===== src/lru_pr_pkg.sv =====
// Shared constants and types for the LRU page replacement block.
package lru_pr_pkg;

  // Default geometry
  localparam int FRAMES_DEF    = 16;
  localparam int PAGE_BITS_DEF = 16;

  // Fixed field widths
  localparam int CFG_W   = 5;
  localparam int FAULT_W = 32;

  // frames_in_use after reset
  localparam logic [CFG_W-1:0] LIMIT_RST = 5'd16;

  // Outcome of one reference, store to top level
  typedef struct packed {
    logic hit;
    logic evict;
  } lookup_t;

endpackage


===== src/lru_pr_store.sv =====
// Frame store: tag compare, free-frame and victim select, recency ages.
module lru_pr_store #(
  parameter int FRAMES    = lru_pr_pkg::FRAMES_DEF,
  parameter int PAGE_BITS = lru_pr_pkg::PAGE_BITS_DEF
) (
  input  logic                         clk,
  input  logic                         rst_n,
  input  logic                         upd_en,
  input  logic [PAGE_BITS-1:0]         page,
  input  logic [lru_pr_pkg::CFG_W-1:0] cfg_limit,
  output lru_pr_pkg::lookup_t          res,
  output logic [PAGE_BITS-1:0]         ev_page
);

  localparam int AGE_W = (FRAMES > 1) ? $clog2(FRAMES) : 1;
  localparam int CNT_W = $clog2(FRAMES + 1);
  localparam int LIM_W = (CNT_W > lru_pr_pkg::CFG_W) ? CNT_W : lru_pr_pkg::CFG_W;

  logic [PAGE_BITS-1:0] frame_page_r [FRAMES];
  logic [FRAMES-1:0]    frame_valid_r, frame_valid_nxt;
  logic [AGE_W-1:0]     frame_age_r [FRAMES];
  logic [AGE_W-1:0]     frame_age_nxt [FRAMES];
  logic [CNT_W-1:0]     occ_r, occ_nxt;

  logic [LIM_W-1:0] lim;
  logic [CNT_W-1:0] occ_m1;
  logic [FRAMES-1:0] match, oldest;
  logic [AGE_W-1:0] hit_idx, free_idx, vic_idx, slot, thr;
  logic             hit, free_ok, age_all;

  // Effective limit: zero acts as one, clamp at FRAMES
  always_comb begin
    lim = LIM_W'(cfg_limit);
    if (lim == '0) begin
      lim = LIM_W'(1);
    end
    if (lim > LIM_W'(FRAMES)) begin
      lim = LIM_W'(FRAMES);
    end
  end

  assign occ_m1  = occ_r - CNT_W'(1);
  assign free_ok = LIM_W'(occ_r) < lim;

  // Parallel compare; valid ages are 0..occ-1, so the oldest is unique
  always_comb begin
    for (int i = 0; i < FRAMES; i++) begin
      match[i]  = frame_valid_r[i] && (frame_page_r[i] == page);
      oldest[i] = frame_valid_r[i] && (frame_age_r[i] == AGE_W'(occ_m1));
    end
  end

  // Priority encoders, lowest index wins
  always_comb begin
    hit_idx  = '0;
    free_idx = '0;
    vic_idx  = '0;
    for (int i = FRAMES - 1; i >= 0; i--) begin
      if (match[i]) begin
        hit_idx = AGE_W'(i);
      end
      if (!frame_valid_r[i]) begin
        free_idx = AGE_W'(i);
      end
      if (oldest[i]) begin
        vic_idx = AGE_W'(i);
      end
    end
  end

  assign hit = |match;

  // Pick target frame and aging threshold
  always_comb begin
    res.hit   = hit;
    res.evict = 1'b0;
    ev_page   = '0;
    occ_nxt   = occ_r;
    age_all   = 1'b0;
    if (hit) begin
      slot = hit_idx;
      thr  = frame_age_r[hit_idx];
    end else if (free_ok) begin
      slot    = free_idx;
      thr     = '0;
      age_all = 1'b1;
      occ_nxt = occ_r + CNT_W'(1);
    end else begin
      slot      = vic_idx;
      thr       = AGE_W'(occ_m1);
      res.evict = 1'b1;
      ev_page   = frame_page_r[vic_idx];
    end
  end

  // Age every younger valid frame, target becomes most recent
  always_comb begin
    frame_valid_nxt = frame_valid_r;
    for (int i = 0; i < FRAMES; i++) begin
      frame_age_nxt[i] = frame_age_r[i];
      if (frame_valid_r[i] && (age_all || frame_age_r[i] < thr)) begin
        frame_age_nxt[i] = frame_age_r[i] + AGE_W'(1);
      end
      if (slot == AGE_W'(i)) begin
        frame_age_nxt[i]   = '0;
        frame_valid_nxt[i] = 1'b1;
      end
    end
  end

  // Control state
  always_ff @(posedge clk) begin
    if (!rst_n) begin
      frame_valid_r <= '0;
      occ_r         <= '0;
      for (int i = 0; i < FRAMES; i++) begin
        frame_age_r[i] <= '0;
      end
    end else if (upd_en) begin
      frame_valid_r <= frame_valid_nxt;
      occ_r         <= occ_nxt;
      for (int i = 0; i < FRAMES; i++) begin
        frame_age_r[i] <= frame_age_nxt[i];
      end
    end
  end

  // Page tags, no reset
  always_ff @(posedge clk) begin
    if (upd_en) begin
      frame_page_r[slot] <= page;
    end
  end

endmodule


===== src/lru_page_replacement.sv =====
// Top level of the LRU page replacement block.
//
// Usage: each transfer on the in_ channel carries one page number; each
// transfer on the out_ channel returns exactly one result for it, in order:
// hit flag, eviction flag, evicted page (zero when none) and the running,
// saturating page-fault count. cfg_wr_en/cfg_wr_data set frames_in_use
// (zero acts as one, values above FRAMES act as FRAMES); write it only
// while no reference is in flight.
// Path: a reference passes the input register, then the output register,
// before its result is offered on the out_ channel. Throughput: one
// reference per cycle while out_tready is high; the lookup and the
// recency update of the whole frame store are combinational between the
// two registers.
// Reset: all frames empty, fault count zero, frames_in_use = 16.
// Stall: while out_tready is low the result holds; one more reference is
// taken into the input register, then in_tready drops until the result
// leaves. The store is updated only when a reference moves to the output.
module lru_page_replacement #(
  parameter int FRAMES    = lru_pr_pkg::FRAMES_DEF,
  parameter int PAGE_BITS = lru_pr_pkg::PAGE_BITS_DEF
) (
  input  logic                                  clk,
  input  logic                                  rst_n,
  // Input stream
  input  logic                                  in_tvalid,
  output logic                                  in_tready,
  input  logic [((PAGE_BITS+7)/8)*8-1:0]        in_tdata,   // page_number
  // Result stream
  output logic                                  out_tvalid,
  input  logic                                  out_tready,
  output logic [((PAGE_BITS+41)/8)*8-1:0]       out_tdata,  // hit, evicted_valid,
                                                            // evicted_page, fault_total
  // Configuration
  input  logic                                  cfg_wr_en,
  input  logic [lru_pr_pkg::CFG_W-1:0]          cfg_wr_data
);

  localparam int OUT_W   = ((PAGE_BITS + 41) / 8) * 8;
  localparam int FAULT_W = lru_pr_pkg::FAULT_W;

  logic [lru_pr_pkg::CFG_W-1:0] limit_r;
  logic                         s1_valid_r;
  logic [PAGE_BITS-1:0]         s1_page_r;
  logic                         s1_adv, upd_en;
  logic                         out_valid_r;
  logic [OUT_W-1:0]             out_data_r, out_data_nxt;
  logic [FAULT_W-1:0]           fault_r, fault_nxt;
  lru_pr_pkg::lookup_t          res;
  logic [PAGE_BITS-1:0]         ev_page;

  // Handshake: input stage moves on when the output register is free
  assign s1_adv    = !out_valid_r || out_tready;
  assign upd_en    = s1_valid_r && s1_adv;
  assign in_tready = !s1_valid_r || s1_adv;

  // Configuration register
  always_ff @(posedge clk) begin
    if (!rst_n) begin
      limit_r <= lru_pr_pkg::LIMIT_RST;
    end else if (cfg_wr_en) begin
      limit_r <= cfg_wr_data;
    end
  end

  // Input register
  always_ff @(posedge clk) begin
    if (!rst_n) begin
      s1_valid_r <= 1'b0;
    end else if (in_tready) begin
      s1_valid_r <= in_tvalid;
    end
  end

  always_ff @(posedge clk) begin
    if (in_tvalid && in_tready) begin
      s1_page_r <= in_tdata[PAGE_BITS-1:0];
    end
  end

  lru_pr_store #(
    .FRAMES    (FRAMES),
    .PAGE_BITS (PAGE_BITS)
  ) u_store (
    .clk       (clk),
    .rst_n     (rst_n),
    .upd_en    (upd_en),
    .page      (s1_page_r),
    .cfg_limit (limit_r),
    .res       (res),
    .ev_page   (ev_page)
  );

  // Saturating fault count, includes this reference
  always_comb begin
    fault_nxt = fault_r;
    if (!res.hit && (fault_r != {FAULT_W{1'b1}})) begin
      fault_nxt = fault_r + FAULT_W'(1);
    end
  end

  always_ff @(posedge clk) begin
    if (!rst_n) begin
      fault_r <= '0;
    end else if (upd_en) begin
      fault_r <= fault_nxt;
    end
  end

  // Result packing
  always_comb begin
    out_data_nxt                            = '0;
    out_data_nxt[0]                         = res.hit;
    out_data_nxt[1]                         = res.evict;
    out_data_nxt[2 +: PAGE_BITS]            = ev_page;
    out_data_nxt[2 + PAGE_BITS +: FAULT_W]  = fault_nxt;
  end

  // Output register
  always_ff @(posedge clk) begin
    if (!rst_n) begin
      out_valid_r <= 1'b0;
    end else if (s1_adv) begin
      out_valid_r <= s1_valid_r;
    end
  end

  always_ff @(posedge clk) begin
    if (upd_en) begin
      out_data_r <= out_data_nxt;
    end
  end

  assign out_tvalid = out_valid_r;
  assign out_tdata  = out_data_r;

endmodule


===== config.mk =====
export PLATFORM = sky130hd
export DESIGN_NAME = lru_page_replacement
export DESIGN_NICKNAME = d
export VERILOG_FILES = /design/src/lru_pr_pkg.sv /design/src/lru_pr_store.sv /design/src/lru_page_replacement.sv
export SDC_FILE = /design/constraint.sdc
export NUM_CORES = 1
export LEC_CHECK = 0
export BUFFER_PORTS_ARGS = -buffer_cell sky130_fd_sc_hd__clkbuf_2
export CAP_MARGIN = 30
export CORE_MARGIN = 5
export CORE_UTILIZATION = 30
export CTS_CLUSTER_DIAMETER = 50
export DETAILED_ROUTE_END_ITERATION = 10
export PLACE_DENSITY = 0.54
export SLEW_MARGIN = 20
export SYNTH_ARGS = -nofsm -noshare
export SYNTH_HDL_FRONTEND = slang
export SYNTH_SLANG_ARGS = --single-unit

===== constraint.sdc =====
create_clock -name clk -period 8.1 [get_ports clk]
set_clock_uncertainty 0.2 [all_clocks]
set_input_delay 1.62 -clock clk [delete_from_list [all_inputs] [get_ports clk]]
set_output_delay 1.62 -clock clk [all_outputs]
set_load 0.01 [all_outputs]

### Word level (Yosys, flattened, before mapping)

Memories as Yosys holds them, arrays and structs flattened. A register that Yosys moved wholly into a read port is not among the register bits.
Cells that the tools add are included.

* flip-flop bits (word level): 110
* bits in latches: 0
* memory bits (writable): 320
* memory bits (read-only): 0
* input port bits: 26
* output and inout port bits: 58
* memories kept: 2

* $add $sub $neg: 19
* multiply operators: 0
* div/mod/pow operators: 0
* magnitude comparators: 18
* equal/unequal tests: 48
* shift operators: 0
* mux-type cells: 111
* bitwise logic cells: 17
* reductions and logical operators: 93

Memories
* u_store.frame_page_r: depth 16, width 16, read ports 17, clocked after memory_dff 1, wr ports 1, RTL line lru_pr_store.sv:19 `logic [PAGE_BITS-1:0] frame_page_r [FRAMES];`
* u_store.frame_age_r: depth 16, width 4, read ports 17, clocked after memory_dff 0, wr ports 16, RTL line lru_pr_store.sv:21 `logic [AGE_W-1:0] frame_age_r [FRAMES];`

Operators by type and width (number)
* $mux W4: 100
* $eq A16 B16 Y1: 16
* $add A4 B1 Y4 const B: 16
* $eq A4 B4 Y1: 16
* $lt A4 B4 Y1: 16
* $logic_and A1 B1 Y1: 51
* $add A32 B1 Y32 const B: 1
* $eq A4 B4 Y1 const B: 8
* $mux W32: 1
* $ne A32 B32 Y1 const B: 1
* $reduce_and A2 Y1: 16
* $logic_or A1 B1 Y1: 18
* $reduce_or A17 Y1: 1
* $eq A4 B3 Y1 const B: 4
* $or A1 B1 Y1: 16
* $reduce_or A16 Y1: 1
* $mux W5: 2
* $eq A4 B2 Y1 const B: 2
* $mux W1: 8
* $add A5 B1 Y5 const B: 1
* $gt A5 B5 Y1 const B: 1
* $logic_not A5 Y1: 1
* $lt A5 B5 Y1: 1
* $eq A4 B1 Y1 const B: 1
* 5 further kinds: 7

### Depth between registers and ports, before layout

An unclocked memory read counts as a cell.

* word-level depth: 27
* gate-level depth with buffers: 21

### Hierarchy

Synthesis repeated with hierarchy kept, for this count alone.

* cell total of the unflattened synthesis: 2556
* area total of the unflattened synthesis: 26952.1 um^2

Modules (own cells, without submodules)
* lru_pr_store: instances 1, cells each 2152, area each 22385.2 um^2, sequential area each 10029.6 um^2
* lru_page_replacement: instances 1, cells each 404, area each 4566.9 um^2, sequential area each 2762.6 um^2

### Least setup slack after synthesis

No wires, ideal clock.

* kind: reg-to-reg
* start point: register, netlist name s1_page_r[6]
* end point: memory u_store.frame_age_r[10][0] (netlist name), enable pin
* setup time: 0.347 ns
* data arrival time: 5.113 ns
* data required time: 7.553 ns
* path slack: 2.440 ns
* stages on the path, launching flop included: 20
* path buffers: 2
* cell sequence: edfxtp_1 > buf_2 > xor2_1 > or4_1 > nor3b_1 > or4bb_1 > o2111a_1 > a31oi_2 > buf_4 > mux2_2 > nor2_1 > a21oi_1 > a21oi_1 > nor2_1 > nor2_1 > ha_1 > o21ai_0 > a222oi_1 > a221o_1 > a31oi_1

RTL lines (RTL line)
* to (decl): lru_pr_store.sv:21

### Worst setup path after layout

* start point: register u_store.occ_r[0]
* end point: register out_data_r[11], in the netlist out_tdata[11], read port of u_store.frame_page_r, data pin

* word-level cells in the longest chain between the ends: 19
* elaborated cells on any way between the ends: 51

RTL lines
* from (decl): RTL line lru_pr_store.sv:23 `logic [CNT_W-1:0] occ_r, occ_nxt;`
* from (signal assigned): RTL line lru_pr_store.sv:121 `occ_r <= occ_nxt;`
* $sub A4 B1 Y4 *: RTL line lru_pr_store.sv:42 `assign occ_m1 = occ_r - CNT_W'(1);`
* net u_store.occ_m1[0]: RTL line lru_pr_store.sv:26 `logic [CNT_W-1:0] occ_m1;`
* $eq A4 B4 Y1: RTL line lru_pr_store.sv:49 `oldest[i] = frame_valid_r[i] && (frame_age_r[i] == AGE_W'(occ_m1));`
* $logic_and A1 B1 Y1: RTL line lru_pr_store.sv:49
* $mux W4 (15 in series): RTL line lru_pr_store.sv:65 `if (oldest[i]) begin`
* $mux W4 *: RTL line lru_pr_store.sv:65
* to (decl): RTL line lru_page_replacement.sv:46 `logic [OUT_W-1:0] out_data_r, out_data_nxt;`

Mark *: on every way through the listed nets, which the timed path passes. The rest lies on a longest branch.
A chain may end at the register's enable or synchronous reset.

==> impl_metrics.tcl <==
set metrics [dict create \
    status "finished, final reports clean" \
    hold_path_class "reg -> reg" \
    clk_pin_slew_ps 60 \
    place_area_mm2 0.02793 \
    cp_max_fo 192 \
    cts_setup_buffers 0 \
    place_congestion 0.9530 \
    fp.dieH_um 306 \
    antenna_cells 0 \
    maxSlewViolCount 0 \
    clk-insertion-delay-late_ps 610 \
    p_int_mw 4.553 \
    reg2regPathDepth 14 \
    synth_flop_cell "edfxtp_1" \
    ant_nets 0 \
    final_util_pct 34.76 \
    netlist_instances 2419 \
    cts.sinks 446 \
    grt_pass1_vias 19265 \
    whs_path_depth 2 \
    fin_cells 3689 \
    min-delay-start "fault_r[11]" \
    grt_max_degree 193 \
    viasPerCell 5.368 \
    setup_tns_ps 0 \
    cts_tree "built" \
    netSwitchingPower_mw 1.548 \
    area_growth_pct 14.90 \
    grt_pass1_wl_um 126300 \
    synth_area_mm2 0.02629 \
    synth_edf_count 386 \
    critPathKind "reg -> reg" \
    synth.distinct_cells 90 \
    p_comb_share_pct 8.8 \
    grt_remaining_overflow 0 \
    drv_cap 0 \
    critPathRequiredTime_ps 8240 \
    drt_iter0_drc 2066 \
    setup-violations-final 0 \
    rsz0062_at_grt "no" \
    critPathLaunchType "flip-flop" \
    crit_path_cell_trace "inv_1 > ha_1 > xnor2_2 > xnor2_1 > nor3_1 > inv_1 > a2111oi_0 > a31oi_4 > buf_12 > nor2b_1 > a211oi_1 > a211oi_1 > a211oi_1 > a211oi_1" \
    drc 0 \
    ys_ff_latch 446 \
    r2r_slack_ps 1600 \
    dieArea_mm2 0.09364 \
    port-buffer-count 77 \
    cts_buffer_depth 3 \
    dp.cells 3565 \
    root_buffer "clkbuf_16" \
    core_mm2 0.08689 \
    r2r-start "u_store.occ_r[0]" \
    post_drt_wl_per_cell_um 22.99 \
    seqPwrFrac_pct 43.5 \
    htreeDepth 3 \
    holdWs_ps 316.9 \
    fmax_mhz 153.7 \
    drive_gt1_share_pct 11.60 \
    tightestPinTransition_ps 1214 \
    seq_area_frac_synth_pct 48.67 \
    rows 108 \
    timing.slew.headroom_pct 19.07 \
    cts_hold_buf 0 \
    final.fill_count 8615 \
    yosysWarnings 0 \
    arrival_ps 6640 \
    cpPeakStageDelay_ps 800 \
    p_leak_nw 10.71 \
    end_kind "flip-flop" \
    wirelength_um 84800 \
    hold_viol 0 \
    ioPinCount 84 \
    grtUsageTotal_pct 17.48 \
    syn_avg_cell_area_um2 10.87 \
    min_to "fault_r[11]" \
    synthArstFlopShare_pct 0 \
    p_clk_share_pct 47.7 \
    first_pass_iters 6 \
    num_vias 19801 \
    cts_buffers 67 \
    fin_crit_sh_pct 80.31 \
    hpwlAfterDp_um 60790 \
    layout_min_cycle_time_ps 6505 \
    slowest_stage "xnor2_2" \
    die_w_um 306 \
    layout.nets 2546 \
    r2r-end "out_tdata[11]" \
    cts_resized 0 \
    start_util_pct 30.25 \
    fin_area_mm2 0.03020 \
    peakVddDrop_v 0.0001621 \
    power_density_mw_per_mm2 202.0 \
    antenna_found_initial 1 \
    netSwitchingFraction_pct 25.37 \
    cpMostUsedCell "a211oi_1" \
]
sequential cells by signal, indices dropped and copies added, names as in the netlist:
name                   cells
s1_page_r                 16
u_store.frame_age_r       64
u_store.occ_r              5
limit_r                    5
out_tvalid                 1
out_tdata                 50
u_store.frame_page_r     256
u_store.frame_valid_r     16
fault_r                   32
s1_valid_r                 1
area by class of cell:
class	instances	area (um^2)	share of cell area [%]
sequential	446	12790	42.36
multi-input combinational	1774	12630	41.83
clock buffer	78	1823	6.036
tap	1155	1445	4.785
timing repair buffer	137	885.9	2.933
clock inverter	44	415.4	1.375
inverter	55	206.4	0.6835
layout by cell type, fill, tap and decap left out, drive strengths merged, types with 29 or more instances in the layout:
cell type,instances
edfxtp,386
xnor2,250
nor2,168
clkbuf,156
xor2,143
a211oi,140
nand2,127
a21oi,92
mux2i,91
nand3,81
nand4,80
nor2b,78
o21ai,68
inv,62
dfxtp,60
buf,59
nor3,47
and2,40
ha,39
nor4,31
clkinv,29
cells in the mapped netlist (30+ instances only):
| cell | n | share of area (%) |
|---|---|---|
| mux2i_1 | 91 | 3.5 |
| nand2_1 | 127 | 1.8 |
| nor2b_1 | 78 | 1.9 |
| a21oi_1 | 91 | 1.7 |
| nor2_1 | 168 | 2.4 |
| a211oi_1 | 140 | 4.0 |
| xor2_1 | 143 | 4.8 |
| edfxtp_1 | 386 | 44 |
| nor4_1 | 30 | 0.71 |
| nand3_1 | 81 | 1.5 |
| dfxtp_1 | 60 | 4.6 |
| o21ai_0 | 67 | 1.3 |
| inv_1 | 54 | 0.77 |
| ha_1 | 39 | 1.9 |
| clkbuf_1 | 80 | 1.1 |
| nor3_1 | 45 | 0.86 |
| nand4_1 | 80 | 1.9 |
| and2_1 | 40 | 0.95 |
| buf_2 | 35 | 0.67 |
| xnor2_1 | 249 | 8.3 |
metal layers:
metal	GRT usage, %	wire length (um)
met1	25.37	39030
met2	27.39	38100
met3	2.547	5401
met4	4.804	2266
met5	0	0
power by group through the flow:
stage / sequential, mW / combinational [mW] / clock [mW]
finish: 2.65 / 0.536 / 2.91
global route: 2.66 / 0.578 / 3.08
CTS: 2.65 / 0.530 / 2.98
detailed placement: 2.70 / 0.527 / 0
global placement: 2.69 / 0.513 / 0
floorplan: 2.66 / 0.372 / 0
critical path, delay by kind of cell, from the launching register on:
family                     cells  cell delay [ps]
buffers and inverters          3              610
DFF                            1              760
AOI/OAI and AO/OA              6             2250
xor gates and xnor gates       2              920
and+or+nand+nor                2              770
adders and majority gates      1              460
stage by stage:
stage          worst slack, ps  power [mW]
2_1_floorplan             2440       3.029
3_3_place_gp              1251       3.208
3_5_place_dp              1636       3.224
4_1_cts                   1621       6.158
5_1_grt                   1207       6.313
6_report                  1595       6.100
kinds of logic (layout without fill, tap and decap cells):
group / Yosys count / after routing / synth area share [%]
AO/OA/AOI/OAI: 429 / 429 / 11.29
XOR/XNOR: 413 / 413 / 14.84
adder cells (fa/ha/maj): 39 / 39 / 1.856
buffers and inverters: 204 / 314 / 3.480
flip-flops: 446 / 446 / 48.67
multiplexers: 100 / 100 / 3.851
other: 1 / 6 / 0.01427
AND/OR/NAND/NOR: 787 / 787 / 16.00
worst max path at each step:
| stage | cells after the start | start | endpoint | slack [ps] |
|---|---|---|---|---|
| 6_report | 14 | u_store.occ_r[0] | out_tdata[11] | 1600 |
| 5_1_grt | 17 | u_store.occ_r[0] | u_store.frame_age_r[2][0] | 1210 |
| 4_1_cts | 17 | u_store.occ_r[0] | u_store.frame_age_r[3][0] | 1620 |
| 3_5_place_dp | 17 | u_store.occ_r[0] | u_store.frame_age_r[3][1] | 1640 |
| 3_3_place_gp | 17 | u_store.occ_r[0] | u_store.frame_age_r[3][1] | 1250 |
| 2_1_floorplan | 19 | s1_page_r[6] | u_store.frame_age_r[10][0] | 2440 |
Power figures use the tool's default switching activity.
